### src/design/qgrc_pkg.sv
`default_nettype none

package qgrc_pkg;

    typedef enum logic [1:0] {
        MODE_ACQUIRE = 2'd0,
        MODE_REPORT  = 2'd1,
        MODE_RELEASE = 2'd2,
        MODE_ADJUST  = 2'd3
    } mode_t;

    typedef struct packed {
        logic acquire;
        logic release_space;
        logic preacquire;
        logic report;
    } req_flags_t;

endpackage

`default_nettype wire

### src/design/qgrc_calc.sv
`default_nettype none

module qgrc_calc #(
    parameter int SPACE_WIDTH = 64
) (
    input  qgrc_pkg::mode_t          mode,
    input  logic                     enforced,
    input  logic [SPACE_WIDTH-1:0]   disk_usage,
    input  logic [SPACE_WIDTH-1:0]   pending_writes,
    input  logic [SPACE_WIDTH-1:0]   waiting_writes,
    input  logic [SPACE_WIDTH-1:0]   granted_space,
    input  logic [SPACE_WIDTH-1:0]   pending_release,
    input  logic [SPACE_WIDTH-1:0]   quota_unit,
    input  logic [SPACE_WIDTH-1:0]   tune_margin,
    input  logic                     over_quota,
    input  logic                     no_preacquire,
    input  logic                     id_lock_held,
    input  logic                     target_stopping,
    output qgrc_pkg::req_flags_t     flags,
    output logic [SPACE_WIDTH-1:0]   request_count,
    output logic [SPACE_WIDTH-1:0]   reported_usage,
    output logic                     adjust_needed
);
    import qgrc_pkg::*;

    // Three guard bits: the widest sum has five space-sized terms.
    localparam int XW = SPACE_WIDTH + 3;

    function automatic logic [SPACE_WIDTH-1:0] sat(input logic [XW-1:0] v);
        logic [SPACE_WIDTH-1:0] r;
        if (|v[XW-1:SPACE_WIDTH])
            r = '1;
        else
            r = v[SPACE_WIDTH-1:0];
        return r;
    endfunction

    logic [XW-1:0] du_x, gr_x, qu_x, qt_x, pr_x;
    logic [XW-1:0] tot, tot_qu, tot_qt, tot_qu_pr, tot_qt_pr;
    logic [XW-1:0] g_sel, shrink, shrink_unit;
    logic          disk_gt_gr, disk_lt_gr, fall_to_report, pre_ok;

    assign du_x = {{3{1'b0}}, disk_usage};
    assign gr_x = {{3{1'b0}}, granted_space};
    assign qu_x = {{3{1'b0}}, quota_unit};
    assign qt_x = {{3{1'b0}}, tune_margin};
    assign pr_x = {{3{1'b0}}, pending_release};

    assign tot = du_x + {{3{1'b0}}, pending_writes} + {{3{1'b0}}, waiting_writes};
    assign tot_qu    = tot + qu_x;
    assign tot_qt    = tot + qt_x;
    assign tot_qu_pr = tot_qu + pr_x;
    assign tot_qt_pr = tot_qt + pr_x;

    assign disk_gt_gr = disk_usage > granted_space;
    assign disk_lt_gr = disk_usage < granted_space;
    assign fall_to_report = !id_lock_held && disk_lt_gr;
    // Usage above the grant is reported and then stands in for the grant.
    assign g_sel  = disk_gt_gr ? du_x : gr_x;
    assign pre_ok = !over_quota && !no_preacquire && (quota_unit != '0);

    // Adjust mode releases the whole grant when nothing is in use, else it
    // keeps one unit spare, yet never releases below the tuning margin.
    assign shrink      = gr_x - tot;
    assign shrink_unit = shrink - qu_x;

    always_comb
    begin
        logic op_report;
        logic op_release;
        flags          = '0;
        request_count  = '0;
        reported_usage = '0;
        op_report      = 1'b0;
        op_release     = 1'b0;

        if (enforced || (mode == MODE_RELEASE))
        begin
            unique case (mode)
                MODE_ADJUST:
                begin
                    if (fall_to_report)
                        op_report = 1'b1;
                    else if (tot_qu < gr_x)
                    begin
                        flags.release_space = 1'b1;
                        if (tot == '0)
                            request_count = sat(shrink);
                        else if (shrink_unit < qt_x)
                            request_count = tune_margin;
                        else
                            request_count = sat(shrink_unit);
                    end
                    else
                    begin
                        if (disk_gt_gr)
                        begin
                            flags.report   = 1'b1;
                            reported_usage = disk_usage;
                        end
                        if (pre_ok && id_lock_held && (g_sel < tot_qt))
                        begin
                            flags.preacquire = 1'b1;
                            request_count = (tot < g_sel) ? sat(g_sel - tot) : '0;
                        end
                    end
                end
                MODE_REPORT:  op_report  = 1'b1;
                MODE_RELEASE: op_release = 1'b1;
                MODE_ACQUIRE:
                begin
                    if (disk_gt_gr)
                    begin
                        flags.report   = 1'b1;
                        reported_usage = disk_usage;
                    end
                    if (g_sel < tot)
                    begin
                        flags.acquire = 1'b1;
                        request_count = sat(tot - g_sel);
                    end
                end
                default: ;
            endcase

            if (op_report)
            begin
                priority if ((disk_usage == '0) && (granted_space != '0))
                    op_release = 1'b1;
                else if (disk_lt_gr)
                    flags.acquire = 1'b1;
                else if (disk_gt_gr)
                begin
                    flags.report   = 1'b1;
                    reported_usage = disk_usage;
                end
            end

            if (op_release && disk_lt_gr)
            begin
                flags.release_space = 1'b1;
                request_count = granted_space - disk_usage;
            end
        end
    end

    assign adjust_needed = enforced && !target_stopping &&
                           (fall_to_report || (tot_qu_pr < gr_x) || disk_gt_gr ||
                            (pre_ok && (gr_x < tot_qt_pr)));

endmodule

`default_nettype wire

### src/design/quota_grant_request_calc.sv
// Quota grant request calculator.
//
// Input channel: one quota entry snapshot and a mode per item, moved on
// in_valid with in_stall low. Output channel: the request decision, flags,
// count, reported usage and the adjustment indication, moved on out_valid
// with out_stall low. The user must write the single setting target_stopping
// via cfg_we and cfg_data only while idle; the block does not enforce this.
//
// Every item passes an input register, one level of compare and subtract
// logic, and the result register, from which it leaves on the output
// channel. One item is accepted every cycle while the receiver does not
// stall; the input and result registers form a two-stage pipeline.
//
// Reset clears both stage valid bits and target_stopping. When the
// receiver stalls, the held result stays put; the input register still
// takes one more item, after which in_stall follows out_stall.
`default_nettype none

module quota_grant_request_calc #(
    parameter int SPACE_WIDTH = 64
) (
    input  logic                   clk,
    input  logic                   rst_n,
    input  logic                   cfg_we,
    input  logic                   cfg_data,
    input  logic                   in_valid,
    output logic                   in_stall,
    input  logic [1:0]             mode,
    input  logic                   enforced,
    input  logic [SPACE_WIDTH-1:0] disk_usage,
    input  logic [SPACE_WIDTH-1:0] pending_writes,
    input  logic [SPACE_WIDTH-1:0] waiting_writes,
    input  logic [SPACE_WIDTH-1:0] granted_space,
    input  logic [SPACE_WIDTH-1:0] pending_release,
    input  logic [SPACE_WIDTH-1:0] quota_unit,
    input  logic [SPACE_WIDTH-1:0] tune_margin,
    input  logic                   over_quota,
    input  logic                   no_preacquire,
    input  logic                   id_lock_held,
    output logic                   out_valid,
    input  logic                   out_stall,
    output logic                   request_needed,
    output logic                   flag_acquire,
    output logic                   flag_release,
    output logic                   flag_preacquire,
    output logic                   flag_report,
    output logic [SPACE_WIDTH-1:0] request_count,
    output logic [SPACE_WIDTH-1:0] reported_usage,
    output logic                   adjust_needed
);
    import qgrc_pkg::*;

    logic                   stopping_reg;
    logic                   in_v_reg;
    logic                   out_v_reg;
    logic                   out_ready;
    logic                   in_take;

    mode_t                  mode_reg;
    logic                   enforced_reg;
    logic [SPACE_WIDTH-1:0] disk_reg, pw_reg, ww_reg, granted_reg;
    logic [SPACE_WIDTH-1:0] prel_reg, qunit_reg, qtune_reg;
    logic                   edq_reg, nopre_reg, lock_reg;

    req_flags_t             flags_next, flags_reg;
    logic [SPACE_WIDTH-1:0] count_next, count_reg;
    logic [SPACE_WIDTH-1:0] usage_next, usage_reg;
    logic                   adj_next, adj_reg;

    assign out_ready = !out_v_reg || !out_stall;
    assign in_stall  = in_v_reg && !out_ready;
    assign in_take   = in_valid && !in_stall;

    always_ff @(posedge clk or negedge rst_n)
    begin
        if (!rst_n)
        begin
            stopping_reg <= 1'b0;
            in_v_reg     <= 1'b0;
            out_v_reg    <= 1'b0;
        end
        else
        begin
            if (cfg_we)
                stopping_reg <= cfg_data;
            if (!in_stall)
                in_v_reg <= in_valid;
            if (out_ready)
                out_v_reg <= in_v_reg;
        end
    end

    always_ff @(posedge clk)
    begin
        if (in_take)
        begin
            mode_reg     <= mode_t'(mode);
            enforced_reg <= enforced;
            disk_reg     <= disk_usage;
            pw_reg       <= pending_writes;
            ww_reg       <= waiting_writes;
            granted_reg  <= granted_space;
            prel_reg     <= pending_release;
            qunit_reg    <= quota_unit;
            qtune_reg    <= tune_margin;
            edq_reg      <= over_quota;
            nopre_reg    <= no_preacquire;
            lock_reg     <= id_lock_held;
        end
        if (out_ready && in_v_reg)
        begin
            flags_reg <= flags_next;
            count_reg <= count_next;
            usage_reg <= usage_next;
            adj_reg   <= adj_next;
        end
    end

    qgrc_calc #(
        .SPACE_WIDTH (SPACE_WIDTH)
    ) u_calc (
        .mode            (mode_reg),
        .enforced        (enforced_reg),
        .disk_usage      (disk_reg),
        .pending_writes  (pw_reg),
        .waiting_writes  (ww_reg),
        .granted_space   (granted_reg),
        .pending_release (prel_reg),
        .quota_unit      (qunit_reg),
        .tune_margin     (qtune_reg),
        .over_quota      (edq_reg),
        .no_preacquire   (nopre_reg),
        .id_lock_held    (lock_reg),
        .target_stopping (stopping_reg),
        .flags           (flags_next),
        .request_count   (count_next),
        .reported_usage  (usage_next),
        .adjust_needed   (adj_next)
    );

    assign out_valid       = out_v_reg;
    assign flag_acquire    = flags_reg.acquire;
    assign flag_release    = flags_reg.release_space;
    assign flag_preacquire = flags_reg.preacquire;
    assign flag_report     = flags_reg.report;
    assign request_needed  = |flags_reg;
    assign request_count   = count_reg;
    assign reported_usage  = usage_reg;
    assign adjust_needed   = adj_reg;

    // The input stage only holds back when the result stage is full and stalled.
    a_stall_only_when_full: assert property (@(posedge clk) disable iff (!rst_n)
        in_stall |-> (out_valid && out_stall))
        else $error("input stalled while result stage can advance");

    a_acq_rel_exclusive: assert property (@(posedge clk) disable iff (!rst_n)
        out_valid |-> !(flag_acquire && flag_release))
        else $error("acquire and release flagged together");

    a_usage_needs_report: assert property (@(posedge clk) disable iff (!rst_n)
        (out_valid && !flag_report) |-> (reported_usage == '0))
        else $error("usage reported without report flag");

    a_count_needs_request: assert property (@(posedge clk) disable iff (!rst_n)
        (out_valid && !flag_acquire && !flag_release && !flag_preacquire)
            |-> (request_count == '0))
        else $error("count set without a space request");

endmodule

`default_nettype wire

### config.mk
export PLATFORM = sky130hd
export DESIGN_NAME = quota_grant_request_calc
export DESIGN_NICKNAME = d
export VERILOG_FILES = /design/src/design/qgrc_pkg.sv /design/src/design/qgrc_calc.sv /design/src/design/quota_grant_request_calc.sv
export SDC_FILE = /design/constraint.sdc
export NUM_CORES = 2
export LEC_CHECK = 0
export BUFFER_PORTS_ARGS = -buffer_cell sky130_fd_sc_hd__buf_2
export CORE_MARGIN = 2
export CORE_UTILIZATION = 25
export DETAILED_ROUTE_END_ITERATION = 8
export PLACE_DENSITY = 0.45
export SYNTH_ARGS = -nofsm -noshare
export SYNTH_HDL_FRONTEND = slang
export SYNTH_SLANG_ARGS = --single-unit
export TNS_END_PERCENT = 30
### constraint.sdc
create_clock -name clk -period 13.55 [get_ports clk]
set_input_delay 3.3875 -clock clk [delete_from_list [all_inputs] [get_ports clk]]
set_output_delay 3.3875 -clock clk [all_outputs]
set_load 0.02 [all_outputs]
==> flow_metrics.py <==
metrics = {
    "placed_design": {
        "pre_cts_ws_ps": -1650,
        "hpwl_um": 369000,
        "gp_congestion": 1.01,
        "port_buffers": 595,
    },
    "die": {
        "core_area_um2": 276000,
        "io_pins": 596,
        "initial_core_util_pct": 25.1,
        "fp.dieH_um": 531,
        "rows": 193,
        "die_x_um": 531,
        "die-area_um2": 282000,
    },
    "layout": {
        "area_growth_pct": 39.3,
        "nets": 12000,
        "drive_above_1_share_pct": 30.2,
    },
    "sta": {
        "relSlewSlack_pct": 6.02,
        "hold_viol_final": 0,
        "fin_crit_ps": 13220,
        "setup-violations-final": 0,
        "fin_skew_ps": 62.1,
        "fin_ws_ps": 325,
        "slew_viol_final": 0,
        "whs_ps": 505,
        "rsz0062_at_grt": "true",
        "tightest_slew_ps": 1400,
        "fmax_mhz": 75.6,
        "fin_crit_sh_pct": 97.6,
    },
    "synthesis": {
        "syn_area_um2": 69400,
        "netlist_top_cells_area": "edfxtp_1 (25%), ha_1 (17%), xnor2_1 (5.6%)",
        "synth_common_cells": "ha_1 (946), a21oi_1 (754), inv_1 (629)",
        "synth.most_common_cell": "ha_1",
        "yosys_warnings": 0,
        "syn_nets": 9514,
        "ys_async_sr_fraction_pct": 0.508,
        "synth_top_area_cell": "edfxtp_1",
        "syn_avg_cell_area_um2": 8.57,
        "ys.flop_type": "edfxtp_1",
        "synthCells": 8097,
        "synth_seq_cells": 590,
        "synth_top_area_share_pct": 25.4,
        "ys_types": 130,
        "synth_edf_count": 587,
        "seq_area_frac_synth_pct": 25.5,
    },
    "grt": {
        "grt_pass1_wl_um": 579000,
        "antenna_found_initial": 49,
        "grt_max_degree": 127,
        "grt_pass1_vias": 73900,
        "grtUsageTotal_pct": 29.4,
        "gr-total-overflow": 0,
    },
    "clock_tree": {
        "clockBufferDepth": 4,
        "clkTransAtPathRegs_ps": 60,
        "postCtsHoldBufs": 0,
        "cts_inserted_buffers": 79,
        "clock_sinks": 590,
        "cts_tree": "yes",
        "insertion_delay_ps": 830,
        "cts.htree.levels": 3,
        "cts-root-buf": "clkbuf_16",
    },
    "critical_path": {
        "cp_num_buf_inv": 13,
        "reg2reg_depth": 73,
        "arrival_ps": 13770,
        "worstSetupEndpointType": "flip-flop",
        "path_max_fanout": 4,
        "crit_path_max_incr_delay_ps": 420,
        "path_depth": 73,
        "crit_family": "compound AO/OA/AOI/OAI gates",
        "slowest_stage": "nor4_4",
        "critPathKind": "flip-flop to flip-flop",
        "required_ps": 14100,
        "cpMostUsedCell": "buf_4",
        "startpoint_type": "flip-flop",
    },
    "route": {
        "wl_per_cell_um": 30.1,
        "first_pass_iters": 9,
        "drtIter0Drc": 6713,
        "drt-met1-wl_um": 198000,
        "viasPerCell": 5.31,
        "met3_length_um": 29000,
        "antenna_left": 0,
        "drc": 0,
        "wl_met2_um": 185000,
        "vias": 76100,
        "topRoutingLayerUsed": "met5",
        "wl_um": 432000,
    },
    "worst_hold_path": {
        "whs_path_depth": 1,
        "min_path_type": "flip-flop to flip-flop",
    },
    "status": {
        "status": "finished clean",
    },
    "flow_run": {
        "cap_violations": 0,
    },
}
[timing repair]
action | in CTS | in global routing
cloned | 2 | 8
pin swaps | 39 | 158
setup buffers | 25 | 45
setup endpoints to repair | 132 | 130
gates resized for setup | 110 | 284
[per-stage QoR]
| step | utilization, % | cell area (um2) | TNS [ps] | cells |
|---|---|---|---|---|
| 2_1_floorplan | - | 69400 | -36560 | 8097 |
| 6_report | 35.0 | 96600 | 0 | 14300 |
| 5_1_grt | 35.0 | 96600 | -10010 | 14300 |
| 3_5_place_dp | 33.1 | 91500 | -137580 | 14100 |
| 3_3_place_gp | 33.1 | 91500 | -119340 | 14100 |
| 4_1_cts | 34.3 | 94800 | 0 | 14300 |
[kinds of logic (layout without fill, tap and decap cells)]
kind of cell	after synthesis	in the layout	share of synthesized area [%]
DFF	590	590	25.5
muxes	67	67	1.03
and+or+nand+nor	2092	2092	15.3
xor gates and xnor gates	666	666	8.68
other	0	18	0
adders and majority gates	1006	1006	18.1
buffers and inverters	878	3401	5.02
AOI/OAI and AO/OA	2798	2799	26.3
[worst reg2reg max path: cells and delay by family, from the launching register on]
kind | cells | cell delay (ps)
adders and majority gates | 5 | 1590
and+or+nand+nor | 17 | 2510
DFF | 1 | 410
xor gates and xnor gates | 4 | 840
AOI/OAI and AO/OA | 34 | 5190
buffers and inverters | 13 | 2410
[final cells by class]
class	instances	area, um2
Antenna cell	18	45.0
Clock buffer	86	2000
Clock inverter	48	561
Fill cell	29100	180000
Inverter	641	2420
Multi-Input combinational cell	6630	50100
Sequential cell	590	17700
Tap cell	3705	4640
Timing Repair Buffer	2626	19200
[per-layer routing]
layer,up-vias,GRT usage (%)
met3,509,3.81
met4,10,11.4
met1,37300,41.3
li1,35200,-
met2,3055,45.3
met5,-,0
[final timing paths]
path,to,startpoint,slack [ps]
max reg2reg,adjust_needed,pw_reg[1],330
max in group asynchronous,in_v_reg,rst_n,11070
min in group asynchronous,out_valid,rst_n,2370
min reg2reg,out_valid,in_v_reg,500
max,adjust_needed,pw_reg[1],330
min,out_valid,in_v_reg,500
[layout by cell type (no fill, tap or decap), drive strengths merged, types with 94 or more instances in the layout]
master     n
buf     2618
a21oi    762
xnor2    451
nand4    173
o21ai    626
inv      644
nand3    152
nor2     519
nand2b   139
ha       946
clkbuf    94
xor2     207
a21o     411
edfxtp   587
o21bai   127
o21a     120
nand2    464
nor2b    124
nor3     114
nor4      95
Power is not shown: default switching activity piles up to over one toggle a cycle in this logic, so the estimate is an artifact.
